### config.mk
export PLATFORM = sky130hd
export DESIGN_NAME = rpn_stack_calculator_flat
export DESIGN_NICKNAME = d
export VERILOG_FILES = /design/src/sv/rpn_pkg.sv /design/src/sv/rpn_req_if.sv /design/src/sv/rpn_rsp_if.sv /design/src/sv/rpn_divider.sv /design/src/sv/rpn_stack_calculator.sv /design/src/flat_wrapper.sv
export SDC_FILE = /design/constraint.sdc
export NUM_CORES = 2
export LEC_CHECK = 0
export BUFFER_PORTS_ARGS = -buffer_cell sky130_fd_sc_hd__buf_2
export CORE_MARGIN = 2
export CORE_UTILIZATION = 30
export CTS_BUF_LIST = sky130_fd_sc_hd__clkbuf_4 sky130_fd_sc_hd__clkbuf_8 sky130_fd_sc_hd__clkbuf_16
export CTS_CLUSTER_DIAMETER = 60
export DETAILED_ROUTE_END_ITERATION = 16
export PLACE_DENSITY = 0.54
export SETUP_SLACK_MARGIN = 0.15
export SKIP_CTS_REPAIR_TIMING = 1
export SYNTH_ARGS = -nofsm -noshare
export SYNTH_HDL_FRONTEND = slang
export SYNTH_SLANG_ARGS = --single-unit
### constraint.sdc
create_clock -name clock -period 10.86 [get_ports clock]
set_clock_uncertainty 0.05 [all_clocks]
set_input_delay 1.086 -clock clock [delete_from_list [all_inputs] [get_ports clock]]
set_output_delay 1.086 -clock clock [all_outputs]
set_load 0.01 [all_outputs]
### src/sv/rpn_pkg.sv
// ----------------------------------------------------------------------------
// RPN stack calculator package
// Shared sizes, codes, item types and conversion helpers.
// ----------------------------------------------------------------------------
package rpn_pkg;

   localparam int STACK_DEPTH = 16;
   localparam int DATA_WIDTH  = 32;
   localparam int DEPTH_W     = $clog2(STACK_DEPTH + 1);
   localparam int ADDR_W      = $clog2(STACK_DEPTH);
   localparam int COUNT_W     = $clog2(DATA_WIDTH);
   localparam int VALUE_W     = 32;
   localparam int RSP_DEPTH_W = 5;

   typedef logic [DATA_WIDTH-1:0] word_type;

   typedef enum logic [2:0] {
      ACT_PUSH,
      ACT_DROP,
      ACT_ADD,
      ACT_SUB,
      ACT_MUL,
      ACT_DIV
   } action_type;

   typedef enum logic [1:0] {
      ST_OK,
      ST_UNDERFLOW,
      ST_OVERFLOW,
      ST_DIV_ZERO
   } status_type;

   typedef enum logic [1:0] {
      CALC_IDLE,
      CALC_EXEC,
      CALC_DIVIDE,
      CALC_COMMIT
   } calc_state_type;

   typedef struct packed {
      logic     start;
      word_type dividend;
      word_type divisor;
   } div_req_type;

   typedef struct packed {
      logic     done;
      word_type quotient;
   } div_rsp_type;

   function automatic word_type to_word(input logic [VALUE_W-1:0] value);
      logic [DATA_WIDTH+VALUE_W-1:0] wide;
      wide = {{DATA_WIDTH{1'b0}}, value};
      return wide[DATA_WIDTH-1:0];
   endfunction

   function automatic logic [VALUE_W-1:0] to_value(input word_type word);
      logic [DATA_WIDTH+VALUE_W-1:0] wide;
      wide = {{VALUE_W{1'b0}}, word};
      return wide[VALUE_W-1:0];
   endfunction

   function automatic logic [RSP_DEPTH_W-1:0] to_rsp_depth(input logic [DEPTH_W-1:0] depth);
      logic [DEPTH_W+RSP_DEPTH_W-1:0] wide;
      wide = {{RSP_DEPTH_W{1'b0}}, depth};
      return wide[RSP_DEPTH_W-1:0];
   endfunction

endpackage

### src/sv/rpn_req_if.sv
// ----------------------------------------------------------------------------
// RPN request channel
// Carries one action item with its push value.
// ----------------------------------------------------------------------------
interface rpn_req_if;
   logic                                valid;
   logic                                ready;
   rpn_pkg::action_type                 action;
   logic signed [rpn_pkg::VALUE_W-1:0]  push_value;

   modport source(output valid, output action, output push_value, input ready);
   modport sink(input valid, input action, input push_value, output ready);
endinterface

### src/sv/rpn_rsp_if.sv
// ----------------------------------------------------------------------------
// RPN response channel
// Carries the top value, depth and status after each item.
// ----------------------------------------------------------------------------
interface rpn_rsp_if;
   logic                                   valid;
   logic                                   ready;
   logic signed [rpn_pkg::VALUE_W-1:0]     top_value;
   logic [rpn_pkg::RSP_DEPTH_W-1:0]        stack_depth;
   rpn_pkg::status_type                    status;

   modport source(output valid, output top_value, output stack_depth, output status,
                  input ready);
   modport sink(input valid, input top_value, input stack_depth, input status,
                output ready);
endinterface

### src/sv/rpn_divider.sv
// ----------------------------------------------------------------------------
// RPN divider
// Signed truncating division, one quotient bit per cycle.
// ----------------------------------------------------------------------------
module rpn_divider (
   input  logic                 clock,
   input  logic                 reset,
   input  rpn_pkg::div_req_type div_req,
   output rpn_pkg::div_rsp_type div_rsp
);
   import rpn_pkg::*;

   logic               run_ff;
   logic               fix_ff;
   logic               done_ff;
   logic [COUNT_W-1:0] count_ff;
   word_type           rem_ff;
   word_type           quo_ff;
   word_type           dvs_ff;
   logic               neg_ff;
   word_type           quot_ff;

   logic [DATA_WIDTH:0] shifted;
   logic [DATA_WIDTH:0] trial;
   logic                last_step;

   function automatic word_type magnitude(input word_type value);
      return value[DATA_WIDTH-1] ? word_type'(0) - value : value;
   endfunction

   assign shifted   = {rem_ff, quo_ff[DATA_WIDTH-1]};
   assign trial     = shifted - {1'b0, dvs_ff};
   assign last_step = run_ff && (count_ff == '0);

   always_ff @(posedge clock) begin
      if (reset) begin
         run_ff  <= 1'b0;
         fix_ff  <= 1'b0;
         done_ff <= 1'b0;
      end else begin
         done_ff <= fix_ff;
         fix_ff  <= last_step;
         if (div_req.start) begin
            run_ff <= 1'b1;
         end else if (last_step) begin
            run_ff <= 1'b0;
         end
      end
   end

   always_ff @(posedge clock) begin
      if (div_req.start) begin
         rem_ff   <= '0;
         quo_ff   <= magnitude(div_req.dividend);
         dvs_ff   <= magnitude(div_req.divisor);
         neg_ff   <= div_req.dividend[DATA_WIDTH-1] ^ div_req.divisor[DATA_WIDTH-1];
         count_ff <= COUNT_W'(DATA_WIDTH - 1);
      end else if (run_ff) begin
         if (!trial[DATA_WIDTH]) begin
            rem_ff <= trial[DATA_WIDTH-1:0];
         end else begin
            rem_ff <= shifted[DATA_WIDTH-1:0];
         end
         quo_ff   <= {quo_ff[DATA_WIDTH-2:0], ~trial[DATA_WIDTH]};
         count_ff <= count_ff - COUNT_W'(1);
      end
      if (fix_ff) begin
         quot_ff <= neg_ff ? word_type'(0) - quo_ff : quo_ff;
      end
   end

   assign div_rsp.done     = done_ff;
   assign div_rsp.quotient = quot_ff;

endmodule

### src/sv/rpn_stack_calculator.sv
// ----------------------------------------------------------------------------
// RPN stack calculator
// Integer reverse-Polish stack engine with a memory-held operand stack.
// ----------------------------------------------------------------------------
// One item is handled at a time. Push, drop, add, subtract, multiply, an
// ignored action code and any item that ends in an error pass from
// acceptance to the next acceptance through stack memory read, execute and
// commit, and commit waits while the output register holds an untaken result;
// divide also waits for the divider, which produces one quotient bit per cycle.
// The top entry is held in a register and the entry below it is read from
// the stack memory, so the next item can be accepted while a result still
// waits in the output register. No clearing pass is needed after reset.
module rpn_stack_calculator (
   input  logic      clock,
   input  logic      reset,
   rpn_req_if.sink   req_if,
   rpn_rsp_if.source rsp_if
);
   import rpn_pkg::*;

   calc_state_type     state_ff, state_in;
   logic [DEPTH_W-1:0] depth_ff;
   word_type           top_ff;
   logic               rsp_valid_ff;

   action_type         act_ff;
   logic [VALUE_W-1:0] value_ff;

   word_type           stack_mem [STACK_DEPTH];
   word_type           rd_data_ff;
   logic [ADDR_W-1:0]  rd_addr;

   status_type         pend_status_ff, pend_status_in;
   logic [DEPTH_W-1:0] pend_depth_ff, pend_depth_in;
   logic               pend_we_ff, pend_we_in;
   logic [ADDR_W-1:0]  pend_addr_ff, pend_addr_in;
   word_type           pend_top_ff, pend_top_in;

   logic [VALUE_W-1:0]     rsp_top_ff;
   logic [RSP_DEPTH_W-1:0] rsp_depth_ff;
   status_type             rsp_status_ff;

   div_req_type        div_req;
   div_rsp_type        div_rsp;
   logic               div_start;

   logic [DEPTH_W-1:0] depth_m1;
   logic [DEPTH_W-1:0] depth_m2;
   logic               has_two;
   logic               out_free;
   logic               commit_fire;
   logic               accept;
   word_type           mul_res;

   assign depth_m1    = depth_ff - DEPTH_W'(1);
   assign depth_m2    = depth_ff - DEPTH_W'(2);
   assign has_two     = depth_ff >= DEPTH_W'(2);
   assign rd_addr     = depth_m2[ADDR_W-1:0];
   assign out_free    = !rsp_valid_ff || rsp_if.ready;
   assign commit_fire = (state_ff == CALC_COMMIT) && out_free;
   assign accept      = req_if.valid && req_if.ready;
   assign mul_res     = rd_data_ff * top_ff;

   assign req_if.ready = (state_ff == CALC_IDLE);

   assign div_req.start    = div_start;
   assign div_req.dividend = rd_data_ff;
   assign div_req.divisor  = top_ff;

   rpn_divider u_divider (
      .clock   (clock),
      .reset   (reset),
      .div_req (div_req),
      .div_rsp (div_rsp)
   );

   always_comb begin
      state_in       = state_ff;
      pend_status_in = pend_status_ff;
      pend_depth_in  = pend_depth_ff;
      pend_we_in     = pend_we_ff;
      pend_addr_in   = pend_addr_ff;
      pend_top_in    = pend_top_ff;
      div_start      = 1'b0;
      unique case (state_ff)
         CALC_IDLE: begin
            if (req_if.valid) begin
               state_in = CALC_EXEC;
            end
         end
         CALC_EXEC: begin
            state_in       = CALC_COMMIT;
            pend_status_in = ST_OK;
            pend_depth_in  = depth_ff;
            pend_we_in     = 1'b0;
            pend_addr_in   = depth_m2[ADDR_W-1:0];
            pend_top_in    = top_ff;
            unique case (act_ff)
               ACT_PUSH: begin
                  if (depth_ff == DEPTH_W'(STACK_DEPTH)) begin
                     pend_status_in = ST_OVERFLOW;
                  end else begin
                     pend_we_in    = 1'b1;
                     pend_addr_in  = depth_ff[ADDR_W-1:0];
                     pend_depth_in = depth_ff + DEPTH_W'(1);
                     pend_top_in   = to_word(value_ff);
                  end
               end
               ACT_DROP: begin
                  if (depth_ff == '0) begin
                     pend_status_in = ST_UNDERFLOW;
                  end else begin
                     pend_depth_in = depth_m1;
                     pend_top_in   = has_two ? rd_data_ff : '0;
                  end
               end
               ACT_ADD, ACT_SUB, ACT_MUL: begin
                  if (!has_two) begin
                     pend_status_in = ST_UNDERFLOW;
                  end else begin
                     pend_we_in    = 1'b1;
                     pend_depth_in = depth_m1;
                     unique case (act_ff)
                        ACT_ADD: pend_top_in = rd_data_ff + top_ff;
                        ACT_SUB: pend_top_in = rd_data_ff - top_ff;
                        default: pend_top_in = mul_res;
                     endcase
                  end
               end
               ACT_DIV: begin
                  if (!has_two) begin
                     pend_status_in = ST_UNDERFLOW;
                  end else if (top_ff == '0) begin
                     pend_status_in = ST_DIV_ZERO;
                  end else begin
                     pend_we_in    = 1'b1;
                     pend_depth_in = depth_m1;
                     div_start     = 1'b1;
                     state_in      = CALC_DIVIDE;
                  end
               end
               default: begin
               end
            endcase
         end
         CALC_DIVIDE: begin
            if (div_rsp.done) begin
               pend_top_in = div_rsp.quotient;
               state_in    = CALC_COMMIT;
            end
         end
         CALC_COMMIT: begin
            if (out_free) begin
               state_in = CALC_IDLE;
            end
         end
         default: begin
            state_in = CALC_IDLE;
         end
      endcase
   end

   always_ff @(posedge clock) begin
      if (reset) begin
         state_ff     <= CALC_IDLE;
         depth_ff     <= '0;
         top_ff       <= '0;
         rsp_valid_ff <= 1'b0;
      end else begin
         state_ff <= state_in;
         if (commit_fire) begin
            depth_ff     <= pend_depth_ff;
            top_ff       <= pend_top_ff;
            rsp_valid_ff <= 1'b1;
         end else if (rsp_if.ready) begin
            rsp_valid_ff <= 1'b0;
         end
      end
   end

   always_ff @(posedge clock) begin
      if (accept) begin
         act_ff   <= req_if.action;
         value_ff <= req_if.push_value;
      end
      pend_status_ff <= pend_status_in;
      pend_depth_ff  <= pend_depth_in;
      pend_we_ff     <= pend_we_in;
      pend_addr_ff   <= pend_addr_in;
      pend_top_ff    <= pend_top_in;
      if (commit_fire) begin
         rsp_top_ff    <= to_value(pend_top_ff);
         rsp_depth_ff  <= to_rsp_depth(pend_depth_ff);
         rsp_status_ff <= pend_status_ff;
      end
   end

   always_ff @(posedge clock) begin
      if (commit_fire && pend_we_ff) begin
         stack_mem[pend_addr_ff] <= pend_top_ff;
      end
      rd_data_ff <= stack_mem[rd_addr];
   end

   assign rsp_if.valid       = rsp_valid_ff;
   assign rsp_if.top_value   = rsp_top_ff;
   assign rsp_if.stack_depth = rsp_depth_ff;
   assign rsp_if.status      = rsp_status_ff;

`ifndef SYNTHESIS
   assert property (@(posedge clock) disable iff (reset)
      depth_ff <= DEPTH_W'(STACK_DEPTH))
      else $error("Stack depth exceeds the stack size.");

   assert property (@(posedge clock) disable iff (reset)
      accept |=> (state_ff == CALC_EXEC))
      else $error("Accepted item did not move to execution.");

   assert property (@(posedge clock) disable iff (reset)
      (commit_fire && (pend_status_ff != ST_OK)) |=> (depth_ff == $past(depth_ff)))
      else $error("Failed item changed the stack depth.");

   assert property (@(posedge clock) disable iff (reset)
      div_rsp.done |-> (state_ff == CALC_DIVIDE))
      else $error("Divider finished outside a divide item.");

   assert property (@(posedge clock) disable iff (reset)
      rsp_if.valid |-> (rsp_if.stack_depth == to_rsp_depth(depth_ff)))
      else $error("Reported depth differs from the stack depth.");
`endif

endmodule

### src/flat_wrapper.sv
// flat-port wrapper written by rule: the top's interface ports become plain ports
module rpn_stack_calculator_flat import rpn_pkg::*;
  (clock, reset, req_if_valid, req_if_action, req_if_push_value, req_if_ready, rsp_if_valid, rsp_if_top_value, rsp_if_stack_depth, rsp_if_status, rsp_if_ready);
  rpn_req_if req_if_i ();
  rpn_rsp_if rsp_if_i ();
  input  logic clock;
  input  logic reset;
  input wire logic [$bits(req_if_i.valid)-1:0] req_if_valid;
  input wire logic [$bits(req_if_i.action)-1:0] req_if_action;
  input wire logic [$bits(req_if_i.push_value)-1:0] req_if_push_value;
  output wire logic [$bits(req_if_i.ready)-1:0] req_if_ready;
  output wire logic [$bits(rsp_if_i.valid)-1:0] rsp_if_valid;
  output wire logic [$bits(rsp_if_i.top_value)-1:0] rsp_if_top_value;
  output wire logic [$bits(rsp_if_i.stack_depth)-1:0] rsp_if_stack_depth;
  output wire logic [$bits(rsp_if_i.status)-1:0] rsp_if_status;
  input wire logic [$bits(rsp_if_i.ready)-1:0] rsp_if_ready;
  assign req_if_i.valid = req_if_valid;
  assign req_if_i.action = req_if_action;
  assign req_if_i.push_value = req_if_push_value;
  assign req_if_ready = req_if_i.ready;
  assign rsp_if_valid = rsp_if_i.valid;
  assign rsp_if_top_value = rsp_if_i.top_value;
  assign rsp_if_stack_depth = rsp_if_i.stack_depth;
  assign rsp_if_status = rsp_if_i.status;
  assign rsp_if_i.ready = rsp_if_ready;
  rpn_stack_calculator u_core (.clock(clock), .reset(reset), .req_if(req_if_i), .rsp_if(rsp_if_i));
endmodule
==> results.yml <==
hold_path:
  worstHoldEndpoint: "u_core.rsp_if.status[0]$_DFFE_PP_"
  min_path_type: "reg -> reg"
  min-delay-start: "u_core.pend_status_ff[0]$_DFFE_PP_"
  worst_hold_path.num_cells: 0
critical_path:
  crit-reg2reg-capture: "u_core.pend_top_ff[31]$_DFFE_PP_"
  cpPeakStageDelay_ns: 1.08
  cpMostUsedCell: "sky130_fd_sc_hd__fa_1"
  cp-start-kind: "flip-flop"
  crit_chain: "buf_4 > and2_1 > fa_1 > fa_1 > inv_1 > fa_1 > fa_1 > inv_1 > ha_1 > ha_1 > fa_1 > fa_1 > ha_1 > nand2_1 > o21ai_0 > a22o_1 > o2111ai_1 > a2111oi_0 > nor2_1 > a211oi_1 > xnor2_1 > o211ai_1"
  cpLargestDelayFamily: "adder cells"
  crit_buf_inv: 3
  worst_ep_arrival_time_ns: 8.88
  path_max_fanout: 21
  worstReg2RegStart: "u_core.top_ff[6]$_SDFFE_PP0P_"
  cp_slowest_cell: "sky130_fd_sc_hd__dfxtp_1"
  setup.worst_path.end_class: "flip-flop"
  timing.critical_path.required_ns: 11.26
  worst-setup-path-type: "reg -> reg"
  regToRegSetupSlack_ns: 2.38
  timing.reg2reg.worst_path_depth: 22
synthesis:
  postSynth.topFlopCell: "sky130_fd_sc_hd__edfxtp_1"
  synth-adder-area-share: 0.201
  yosys-top-cells-area: "sky130_fd_sc_hd__edfxtp_1 (41%), sky130_fd_sc_hd__fa_1 (15%), sky130_fd_sc_hd__mux4_2 (6.7%)"
  synth_largest_type_area_fraction: 0.409
  yosys_warnings: 0
  synthesis.nets: 5028
  async_reset_ff_frac: 0
  synthesis.instances: 4378
  total_of_flip_flops_plus_latches_after_synthesis: 839
  post_synthesis_share_of_cell_area_spent_on_and_or_nand_and_nor_gates: 0.107
  synth.lib_cells_used.distinct: 78
  compound_gate_fraction_of_synth_area: 0.0754
  synthesis.area_per_instance_um2: 12.2
  synthXorXnorAreaFrac: 0.0407
  number_of_flops_mapped_to_enable_cells_by_yosys: 727
  synth_largest_area_cell: "sky130_fd_sc_hd__edfxtp_1"
  synth_top_family_by_area: "adder cells"
  multiplexer_fraction_of_the_synthesized_cell_area: 0.0737
  ys_seq_area_frac: 0.451
  syn_area_um2: 53400
die:
  die_w_um: 426
  die_h_um: 426
  fp.coreArea_um2: 176000
  start_util: 0.303
  fp.dieArea_um2: 181000
  row_count: 154
  pin_count: 80
place:
  placed_area_um2: 56700
  detailedPlacementHpwl_um: 107000
  port_buffers: 79
  finalWeightedCongestion: 0.930
cells_and_area:
  largest_register_ff_count: 512
  drive_gt1_frac: 0.127
  stdcell_area_um2: 59900
  design.final.nets: 5048
  layout.filler_cells: 17629
  area.growth.synth_to_final_pct: 12.1
  largest-register: "u_core.stack_mem"
timing:
  report.final.slew_viol_count: 0
  period_minus_slack_ns: 8.48
  setup_total_negative_slack_ns: 0
  finalSetupViolCount: 0
  maxSlewHeadroom: 0.232
  period_share: 0.781
  max_clock_freq_ghz: 0.118
  finalHoldViolCount: 0
  unrepaired_setup_endpoints_after_global_routing: "false"
  tightest_slew_ns: 1.15
clocking:
  clock_sink_count: 839
  h_tree_level_count: 3
  cts_tree: "built"
  clkSlewWorstSetupHoldPaths_ns: 0.06
  ctsRootBufferMaster: "sky130_fd_sc_hd__clkbuf_16"
  worst_skew_pair.late_latency_ns: 0.74
  max-clock-path-buffers: 3
  cts_buffers: 96
detailed_routing:
  dr_total_vias: 34252
  drt_iter0_markers: 2692
  detail_route.first_pass.iterations: 6
  drc: 0
  postRouteAntennaNets: 0
  routed_wirelength_normalized_by_instance_count_um: 23.0
  final_wirelength_um: 157000
  drt-vias-per-instance: 5.02
pwr:
  design_power_total_mw: 12.8
  cellLeakagePower_nw: 22.8
  worst_ir_drop_on_vdd_uv: 136
  power_density_nw_per_um2: 214
grt:
  globalRoute.totalOverflow: 0
  grt_antenna_before_repair: 6
  grt_use_total: 0.174
  global_route_wire_length_before_repair_um: 236000
  grt_start_max_net_pins: 74
  vias_in_the_first_global_route: 35653
job:
  drv_cap: 0
status:
  status: "finished, final reports clean"
==> logic make-up (layout without fill, tap and decap cells) <==
kind of cell / Yosys count / in the layout
AO/OA/AOI/OAI: 620 / 620
adder cells (fa/ha/maj): 611 / 611
AND/OR/NAND/NOR: 1134 / 1134
XOR/XNOR: 248 / 248
buffers and inverters: 733 / 836
multiplexers: 193 / 193
flip-flops: 839 / 839
other: 0 / 1
==> metal layers <==
layer	part of all wire	track usage
met1	0.42	0.228
met2	0.49	0.295
met3	0.048	0.0201
met4	0.042	0.0679
met5	0.000083	0
==> stage by stage <==
step,cells,hold slack [ns],setup slack (ns),util
3_5_place_dp,6640,0.362,2.45,0.321
4_1_cts,6821,0.374,2.43,0.339
2_1_floorplan,4378,0.350,3.80,-
6_report,6822,0.385,2.38,0.339
5_1_grt,6821,0.400,1.99,0.339
3_3_place_gp,6640,0.373,2.47,0.321
==> layout make-up <==
| type | count | area (um2) | share of cell area |
|---|---|---|---|
| Clock buffer | 125 | 2630 | 0.0439 |
| Antenna cell | 1 | 2.50 | 0.0000418 |
| Sequential cell | 839 | 24100 | 0.402 |
| Multi-Input combinational cell | 2806 | 26700 | 0.446 |
| Tap cell | 2340 | 2930 | 0.0489 |
| Timing Repair Buffer | 187 | 1210 | 0.0201 |
| Inverter | 468 | 1760 | 0.0294 |
| Clock inverter | 56 | 566 | 0.00944 |
==> worst max-delay path by stage <==
stage / depth (start not counted) / from / to / slack, ns
6_report: 22 / u_core.top_ff[6]$_SDFFE_PP0P_ / u_core.pend_top_ff[31]$_DFFE_PP_ / 2.38
5_1_grt: 22 / u_core.top_ff[6]$_SDFFE_PP0P_ / u_core.pend_top_ff[31]$_DFFE_PP_ / 1.99
4_1_cts: 22 / u_core.top_ff[6]$_SDFFE_PP0P_ / u_core.pend_top_ff[31]$_DFFE_PP_ / 2.43
3_5_place_dp: 22 / u_core.top_ff[6]$_SDFFE_PP0P_ / u_core.pend_top_ff[31]$_DFFE_PP_ / 2.45
3_3_place_gp: 22 / u_core.top_ff[6]$_SDFFE_PP0P_ / u_core.pend_top_ff[31]$_DFFE_PP_ / 2.47
2_1_floorplan: 26 / u_core.top_ff[8]$_SDFFE_PP0P_ / u_core.pend_top_ff[24]$_DFFE_PP_ / 3.80
==> cells in the mapped netlist, types with 32 or more instances <==
cell	instances
sky130_fd_sc_hd__o31ai_1	34
sky130_fd_sc_hd__o21ai_0	162
sky130_fd_sc_hd__xor2_1	90
sky130_fd_sc_hd__clkbuf_1	222
sky130_fd_sc_hd__a21o_1	47
sky130_fd_sc_hd__a21oi_1	156
sky130_fd_sc_hd__mux2i_1	32
sky130_fd_sc_hd__nor2_1	102
sky130_fd_sc_hd__xnor2_1	158
sky130_fd_sc_hd__or3_1	32
sky130_fd_sc_hd__fa_1	410
sky130_fd_sc_hd__and2_1	314
sky130_fd_sc_hd__ha_1	201
sky130_fd_sc_hd__inv_1	468
sky130_fd_sc_hd__mux4_2	160
sky130_fd_sc_hd__nor3_1	42
sky130_fd_sc_hd__edfxtp_1	727
sky130_fd_sc_hd__nand2_1	462
sky130_fd_sc_hd__nand3_1	38
sky130_fd_sc_hd__dfxtp_1	112
==> layout by cell type, fill, tap and decap left out, types with 47 or more instances in the layout <==
cell and count:
sky130_fd_sc_hd__a21o_1 47, sky130_fd_sc_hd__nor2_1 89, sky130_fd_sc_hd__clkbuf_16 96, sky130_fd_sc_hd__dfxtp_1 108
sky130_fd_sc_hd__mux4_2 160, sky130_fd_sc_hd__and2_1 313, sky130_fd_sc_hd__buf_2 79, sky130_fd_sc_hd__a21oi_1 155
sky130_fd_sc_hd__xnor2_1 158, sky130_fd_sc_hd__inv_1 467, sky130_fd_sc_hd__xor2_1 89, sky130_fd_sc_hd__nand2_1 462
sky130_fd_sc_hd__o21ai_0 161, sky130_fd_sc_hd__fa_1 410, sky130_fd_sc_hd__ha_1 199, sky130_fd_sc_hd__buf_4 108
sky130_fd_sc_hd__edfxtp_1 727
==> worst reg2reg max path, delay by kind of cell (launching register included) <==
kind,cells,cell delay [ns]
buffers and inverters,3,0.54
XOR/XNOR,1,0.21
adder cells (fa/ha/maj),9,3.60
AO/OA/AOI/OAI,6,2.35
flip-flops,1,1.08
AND/OR/NAND/NOR,3,0.39
==> power by group <==
part | switching [mW] | total [mW] | internal, mW
combinational | 3.09 | 5.00 | 1.92
sequential | 0.563 | 4.60 | 4.03
clock | 1.43 | 3.23 | 1.80
Power figures use the tool's default switching activity.
